==> config.mk <==
export PLATFORM = sky130hd
export DESIGN_NAME = pixel_desaturate_and_tint_blend
export DESIGN_NICKNAME = d
export VERILOG_FILES = /design/src/rtl/core/pdt_pkg.sv /design/src/rtl/core/pdt_tint_lane.sv /design/src/rtl/core/pixel_desaturate_and_tint_blend.sv
export SDC_FILE = /design/constraint.sdc
export NUM_CORES = 2
export LEC_CHECK = 0
export ABC_AREA = 1
export BUFFER_PORTS_ARGS = -buffer_cell sky130_fd_sc_hd__buf_4
export CAP_MARGIN = 20
export CORE_ASPECT_RATIO = 0.9
export CORE_MARGIN = 1
export CORE_UTILIZATION = 45
export DETAILED_ROUTE_END_ITERATION = 8
export GPL_TIMING_DRIVEN = 0
export PLACE_DENSITY_LB_ADDON = 0.3
export SLEW_MARGIN = 20
export SYNTH_ARGS = -nofsm -noshare
export SYNTH_HDL_FRONTEND = slang
export SYNTH_SLANG_ARGS = --single-unit
==> constraint.sdc <==
create_clock -name clk -period 24.3 [get_ports clk]
set_input_delay 1.215 -clock clk [delete_from_list [all_inputs] [get_ports clk]]
set_output_delay 1.215 -clock clk [all_outputs]
set_load 0.05 [all_outputs]
==> src/rtl/core/pdt_pkg.sv <==
// Shared constants for the pixel desaturate and tint blend block.
// No dependencies; imported by every module of the block.
package pdt_pkg;

    localparam int CHAN_W = 8;
    localparam int PIX_W  = 3 * CHAN_W;

    // Channel full-scale value
    localparam logic [CHAN_W-1:0] CHAN_MAX = 8'd255;

    // Luma weights for the grey level, sum to 256
    localparam logic [7:0] WEIGHT_RED   = 8'd79;
    localparam logic [7:0] WEIGHT_GREEN = 8'd156;
    localparam logic [7:0] WEIGHT_BLUE  = 8'd21;

    // Configuration register indexes
    localparam int CFG_IDX_W = 2;
    localparam logic [CFG_IDX_W-1:0] REG_SATURATION    = 2'd0;
    localparam logic [CFG_IDX_W-1:0] REG_HUE_INTENSITY = 2'd1;

endpackage

==> src/rtl/core/pdt_tint_lane.sv <==
// One color channel of the background tint blend, two register stages.
// Depends on pdt_pkg for channel widths and constants.
module pdt_tint_lane
    import pdt_pkg::*;
(
    input  logic              clk,
    input  logic              en,
    input  logic [CHAN_W-1:0] chan,
    input  logic [CHAN_W-1:0] bg,
    input  logic [CHAN_W-1:0] hue,
    output logic [CHAN_W-1:0] result
);

    logic [2*CHAN_W-1:0] prod_keep_reg;
    logic [2*CHAN_W-1:0] prod_keep_next;
    logic [2*CHAN_W-1:0] prod_bg_reg;
    logic [2*CHAN_W-1:0] prod_bg_next;
    logic [CHAN_W-1:0]   result_reg;
    logic [CHAN_W-1:0]   result_next;
    logic [2*CHAN_W:0]   blend_sum;

    // Weight the source by 255-hue and the background by hue.
    // With hue zero the rounded sum reduces to the source channel itself.
    always_comb
    begin
        prod_keep_next = {{CHAN_W{1'b0}}, CHAN_MAX - hue} * {{CHAN_W{1'b0}}, chan};
        prod_bg_next   = {{CHAN_W{1'b0}}, hue} * {{CHAN_W{1'b0}}, bg};
    end

    // Add with rounding bias and drop the fraction
    always_comb
    begin
        blend_sum   = {1'b0, prod_keep_reg} + {1'b0, prod_bg_reg}
                    + {{(CHAN_W+1){1'b0}}, CHAN_MAX};
        result_next = blend_sum[2*CHAN_W-1:CHAN_W];
    end

    // Advance both stages together with the pipeline
    always_ff @(posedge clk)
    begin
        if (en)
        begin
            prod_keep_reg <= prod_keep_next;
            prod_bg_reg   <= prod_bg_next;
            result_reg    <= result_next;
        end
    end

    assign result = result_reg;

endmodule

==> src/rtl/core/pixel_desaturate_and_tint_blend.sv <==
// Top level of the pixel desaturate and tint blend pipeline.
// Depends on pdt_pkg and pdt_tint_lane.
//
// Usage:
//   s_axis carries one source and one background RGB pixel per word;
//   m_axis returns one adjusted RGB pixel per accepted word, in order.
//   cfg_wr_en / cfg_index / cfg_data write saturation (index 0) and
//   hue_intensity (index 1); other indexes are ignored. Write only while
//   the pipeline is empty.
//   Five register stages: grey sum, grey scale, grey mix, tint products and
//   tint sum. The edge that accepts a word loads stage 1; the word then moves
//   through stages 2 to 5 and is valid on m_axis once stage 5 holds it. The
//   pipeline takes one word per cycle while m_axis is not stalled.
//   Reset clears all stage valid bits and sets saturation to 255 and
//   hue_intensity to 0, so pixels pass through unchanged.
//   When m_axis_tready is low with a valid output, every stage holds and
//   s_axis_tready drops; no word is lost or repeated. Bubbles already in
//   the pipeline are held in place too, not squeezed out.
module pixel_desaturate_and_tint_blend
    import pdt_pkg::*;
(
    input  logic                 clk,
    input  logic                 rst_n,

    input  logic                 s_axis_tvalid,
    output logic                 s_axis_tready,
    // src_red, src_green, src_blue, bg_red, bg_green, bg_blue (lowest first)
    input  logic [2*PIX_W-1:0]   s_axis_tdata,

    output logic                 m_axis_tvalid,
    input  logic                 m_axis_tready,
    // out_red, out_green, out_blue (lowest first)
    output logic [PIX_W-1:0]     m_axis_tdata,

    input  logic                 cfg_wr_en,
    input  logic [CFG_IDX_W-1:0] cfg_index,
    input  logic [CHAN_W-1:0]    cfg_data
);

    localparam int NUM_STAGES = 5;
    localparam int SUM_W      = 2 * CHAN_W;
    localparam int GREY_W     = SUM_W + 1;
    localparam int MIX_W      = SUM_W + 2;

    logic [CHAN_W-1:0]     saturation_reg;
    logic [CHAN_W-1:0]     hue_intensity_reg;
    logic [NUM_STAGES-1:0] valid_reg;
    logic [NUM_STAGES-1:0] valid_next;
    logic                  advance;

    // Stage 1: weighted sum and channel products
    logic [SUM_W-1:0]  sum_reg;
    logic [SUM_W-1:0]  sum_next;
    logic [SUM_W-1:0]  prod1_reg [3];
    logic [SUM_W-1:0]  prod1_next [3];
    logic [CHAN_W-1:0] bg1_reg [3];

    // Stage 2: grey term
    logic [GREY_W-1:0]   grey_reg;
    logic [GREY_W-1:0]   grey_next;
    logic [2*SUM_W-1:0]  grey_prod;
    logic [SUM_W-1:0]    prod2_reg [3];
    logic [CHAN_W-1:0]   bg2_reg [3];

    // Stage 3: mixed channel
    logic [CHAN_W-1:0] mix_reg [3];
    logic [CHAN_W-1:0] mix_next [3];
    logic [MIX_W-1:0]  mix_sum [3];
    logic [CHAN_W-1:0] bg3_reg [3];

    logic [CHAN_W-1:0] src_chan [3];
    logic [CHAN_W-1:0] bg_chan [3];
    logic [CHAN_W-1:0] tint_out [3];

    // Unpack the input word
    always_comb
    begin
        for (int i = 0; i < 3; i++)
        begin
            src_chan[i] = s_axis_tdata[i*CHAN_W +: CHAN_W];
            bg_chan[i]  = s_axis_tdata[(i+3)*CHAN_W +: CHAN_W];
        end
    end

    // Hold the pipeline only when the output word is stalled
    assign advance       = !valid_reg[NUM_STAGES-1] || m_axis_tready;
    assign s_axis_tready = advance;

    // Configuration registers
    always_ff @(posedge clk or negedge rst_n)
    begin
        if (!rst_n)
        begin
            saturation_reg    <= CHAN_MAX;
            hue_intensity_reg <= '0;
        end
        else if (cfg_wr_en)
        begin
            unique case (cfg_index)
                REG_SATURATION:    saturation_reg    <= cfg_data;
                REG_HUE_INTENSITY: hue_intensity_reg <= cfg_data;
                default:           ;
            endcase
        end
    end

    // Shift valid bits along with the data
    assign valid_next = {valid_reg[NUM_STAGES-2:0], s_axis_tvalid};

    always_ff @(posedge clk or negedge rst_n)
    begin
        if (!rst_n)
            valid_reg <= '0;
        else if (advance)
            valid_reg <= valid_next;
    end

    // Stage 1: luma sum and c*saturation; constant weights
    always_comb
    begin
        sum_next = {{CHAN_W{1'b0}}, src_chan[0]} * {{CHAN_W{1'b0}}, WEIGHT_RED}
                 + {{CHAN_W{1'b0}}, src_chan[1]} * {{CHAN_W{1'b0}}, WEIGHT_GREEN}
                 + {{CHAN_W{1'b0}}, src_chan[2]} * {{CHAN_W{1'b0}}, WEIGHT_BLUE};
        for (int i = 0; i < 3; i++)
            prod1_next[i] = {{CHAN_W{1'b0}}, src_chan[i]}
                          * {{CHAN_W{1'b0}}, saturation_reg};
    end

    // Stage 2: grey = floor(sum*(255-sat)/256) + 255; with full saturation
    // the mix below returns the source channel unchanged
    always_comb
    begin
        grey_prod = {{SUM_W{1'b0}}, sum_reg}
                  * {{(2*SUM_W-CHAN_W){1'b0}}, CHAN_MAX - saturation_reg};
        grey_next = {1'b0, grey_prod[SUM_W+CHAN_W-1:CHAN_W]}
                  + {{(GREY_W-CHAN_W){1'b0}}, CHAN_MAX};
    end

    // Stage 3: (c*sat + grey) >> 8, keep low byte
    always_comb
    begin
        for (int i = 0; i < 3; i++)
        begin
            mix_sum[i]  = {2'b00, prod2_reg[i]} + {1'b0, grey_reg};
            mix_next[i] = mix_sum[i][SUM_W-1:CHAN_W];
        end
    end

    // Payload registers of stages 1 to 3
    always_ff @(posedge clk)
    begin
        if (advance)
        begin
            sum_reg  <= sum_next;
            grey_reg <= grey_next;
            for (int i = 0; i < 3; i++)
            begin
                prod1_reg[i] <= prod1_next[i];
                bg1_reg[i]   <= bg_chan[i];
                prod2_reg[i] <= prod1_reg[i];
                bg2_reg[i]   <= bg1_reg[i];
                mix_reg[i]   <= mix_next[i];
                bg3_reg[i]   <= bg2_reg[i];
            end
        end
    end

    // Stages 4 and 5: background tint, one lane per channel
    for (genvar g = 0; g < 3; g++)
    begin : g_tint
        pdt_tint_lane u_lane (
            .clk    (clk),
            .en     (advance),
            .chan   (mix_reg[g]),
            .bg     (bg3_reg[g]),
            .hue    (hue_intensity_reg),
            .result (tint_out[g])
        );
    end

    // Output word
    assign m_axis_tvalid = valid_reg[NUM_STAGES-1];
    assign m_axis_tdata  = {tint_out[2], tint_out[1], tint_out[0]};

endmodule
==> impl_results.md <==
- Clock sink total: 365
- Max-Cap Viols: 0
- Cell taking the most area after synthesis: edfxtp_1
- Leading cell type in the layout, fill and taps excluded: inv_1
- # setup viols final: 0
- Area of the multi-input gates: about 0.026 mm²
- Register area share after synthesis: 0.264
- Placer's final routability congestion estimate: 0.907
- Synth Flop Type: edfxtp_1
- CP cell instances: buf_4, clkbuf_1, inv_1, fa_1, inv_1, ha_1, ha_1, ha_1, inv_1, o21bai_1, xor2_1, fa_1, fa_1, fa_1, fa_1, ha_1, nand2_1, nor3_1, nor2_1, o21ai_0, a21oi_1, nor2_1, nor2_1, xnor2_1
- DRC violations left: 0
- Routed Antenna Nets: 0
- TritonCTS buffer count: 44
- Initial antenna violation count: 2
- Max Fanout on Critical Path: 9
- Nature of the critical path startpoint: primary input
- Most frequent cells in the layout: inv_1 (1113), nand2_1 (861), ha_1 (557)
- Total Wirelength: 90900 µm
- I/O Buffers: approximately 90
- # nets final: 5785
- First-pass GRT wire length: 151000 µm
- Number of post-CTS setup repair buffers: 0
- Synth area leaders: edfxtp_1 (25%), fa_1 (23%), ha_1 (17%), inv_1 (10%), nand2_1 (7.9%)
- Filler cell count: 8417
- Cells after Synth: between 4000 and 5000
- FF+latch area: 0.0109 mm²
- DP Cell Count: 5872
- Synth Register Bits: 365
- Vias: 29300
- Die Wd: 321 µm
- Die area: 0.0927 mm²
- Final clock skew: 0.0403 ns
- Finished Layout Cells: around 6000
- Worst endpoint required time: 24.61 ns
- Slew margin rel.: 0.260
- WS Path Type: in2reg
- Crit. End Element: flip-flop
- Synthesized cell area: 0.0412 mm²
- Clock Tree Root: clkbuf_16
- Hold_ws: 0.383 ns
- Fmax: 0.141 GHz
- Post-synthesis cell type count: 53
- Number of synthesized flops with an enable pin: about 340
- CP max stage delay: roughly 0.57 ns
- Post-DP Area: ~0.044 mm²
- DRT iter0 DRCs: about 1900
- CTS tree: done
- Final Hold Fails: 0
- Status: finished, final reports clean
- Post-cts resize count: 0
- I/O Pins: 89
- Vias per cell: 4.92
- Vias in the first global route: 29700
- Critical Path Most Common Cell: fa_1
- Slowest stage cell, crit path: fa_1
- CTS H-tree depth: 2
- Rows: 104
- Share of the synthesized area in the top cell type: 0.251
- Initial core utilization: 0.457
- Worst Hold Class: reg2reg
- Largest net degree at the start of global routing: 63
- Ys Warns: 0
- RSZ-0062 raised after global routing: no
- Total GRT Usage: 0.203
- Core box area: 0.0900 mm²
- Syn_area_per_cell: 9.03 µm²
- 1st-pass router iterations: 6
- CP bufs+invs: 5
- Max Buffers Root-to-Sink: 3
- Share of post-route cells with drive strength above 1: 0.0532
- CTS Hold Bufs: 0
- Post-route cell area: 0.0451 mm²
- Post-detail-place hpwl: roughly 74000 µm
- Setup TNS Final: 0 ns
- Congestion Overflow GR: 0
- Syn Nets: 5644
- Drt wl/cell: 15.3 µm
- Final worst path period share: 0.291
- Critical path arrival: approximately 7.4 ns
- Final Max Slew Viols: 0
- Worst slew pin tran: 1.11 ns
- Clk pin slew, worst setup/hold paths: 0.06 ns
- R2R setup slack: 18.05 ns
- Synth async-reset ratio: 0.0575
- Clock Latency Late Sink: 0.60 ns
- Area growth, synth to finish: 9.45%
- Die Span Y: 289 µm
- Fin crit period: 7.07 ns
- Top delay family on crit path: adder cells
## synthesized netlist by cell type (4+ instances only)
| cell type | count |
|---|---|
| nor4_1 | 5 |
| a21oi_1 | 218 |
| nor2_1 | 288 |
| clkbuf_2 | 16 |
| a211oi_1 | 4 |
| clkbuf_1 | 78 |
| dfrtp_1 | 13 |
| nor3_1 | 20 |
| a21o_1 | 13 |
| nand3b_1 | 6 |
| o2111ai_1 | 12 |
| nand3_2 | 5 |
| clkinv_1 | 4 |
| o21bai_1 | 10 |
| o31ai_1 | 9 |
| edfxtp_1 | 344 |
| o21ai_0 | 108 |
| a31oi_1 | 4 |
| inv_1 | 1113 |
| ha_1 | 557 |
| fa_1 | 466 |
| nand2_1 | 862 |
| o211ai_1 | 5 |
| inv_2 | 7 |
| dfstp_2 | 8 |
| nand4_1 | 24 |
| nand2_2 | 23 |
| xnor2_1 | 44 |
| nand3_1 | 84 |
| buf_1 | 24 |
| nor2_2 | 7 |
| xor2_1 | 146 |
## per-layer routing
metal	wire length [µm]	vias to the layer above	share of wire	track usage
li1	-	14400	-	-
met3	4690	136	0.052	0.0260
met5	0	-	0	0
met1	40300	14100	0.44	0.265
met2	43300	696	0.48	0.351
met4	2660	0	0.029	0.0618
## per-stage QoR
stage                     setup slack, ns   util
after floorplan                     14.16      -
after CTS                           17.22  0.500
final                               17.23  0.500
after global placement              10.05  0.481
after global routing                16.77  0.500
after detailed placement            16.62  0.483
## worst reg2reg max path, delay by kind of cell, from the launching register on
family	cells	cell delay [ns]
compound gates	2	0.45
fa+ha+maj	6	2.58
buf+inv	5	1.42
flops	1	0.57
simple gates	8	0.99
## cells by family after synthesis
group	synth area share
AND/OR/NAND/NOR	0.131
buffers and inverters	0.114
adder cells (fa/ha/maj)	0.396
AO/OA/AOI/OAI	0.0531
flip-flops	0.264
XOR/XNOR	0.0408
multiplexers	0.000274
## worst paths after layout
kind | cells after the start | to | startpoint
worst max-delay path | 24 | sum_reg[13]$_DFFE_PP_ | s_axis_tdata[11]
worst min-delay path | 0 | prod2_reg[0][46]$_DFFE_PP_ | prod1_reg[0][46]$_DFFE_PP_
worst max register to register | 21 | grey_reg[10]$_DFFE_PP_ | saturation_reg[3]$_DFFE_PN1P_
worst min register to register | 0 | prod2_reg[0][46]$_DFFE_PP_ | prod1_reg[0][46]$_DFFE_PP_
max in group asynchronous | 1 | saturation_reg[2]$_DFFE_PN1P_ | rst_n
min in group asynchronous | 1 | hue_intensity_reg[7]$_DFFE_PN0P_ | rst_n
## area by class of cell
cell class / instances / area share
clock inverters: 33 / 0.00864
multi-input cells: 2948 / 0.568
inverters: 1124 / 0.0936
plain buffers: 121 / 0.0109
repair buffers: 95 / 0.0186
well taps: 1219 / 0.0339
diodes: 2 / 0.000111
flip-flops and latches: 365 / 0.241
clock buffers: 48 / 0.0250
Power is left out: the tool's default activity adds up to more than one toggle a clock period on the data nets, which glitch-free logic cannot reach.
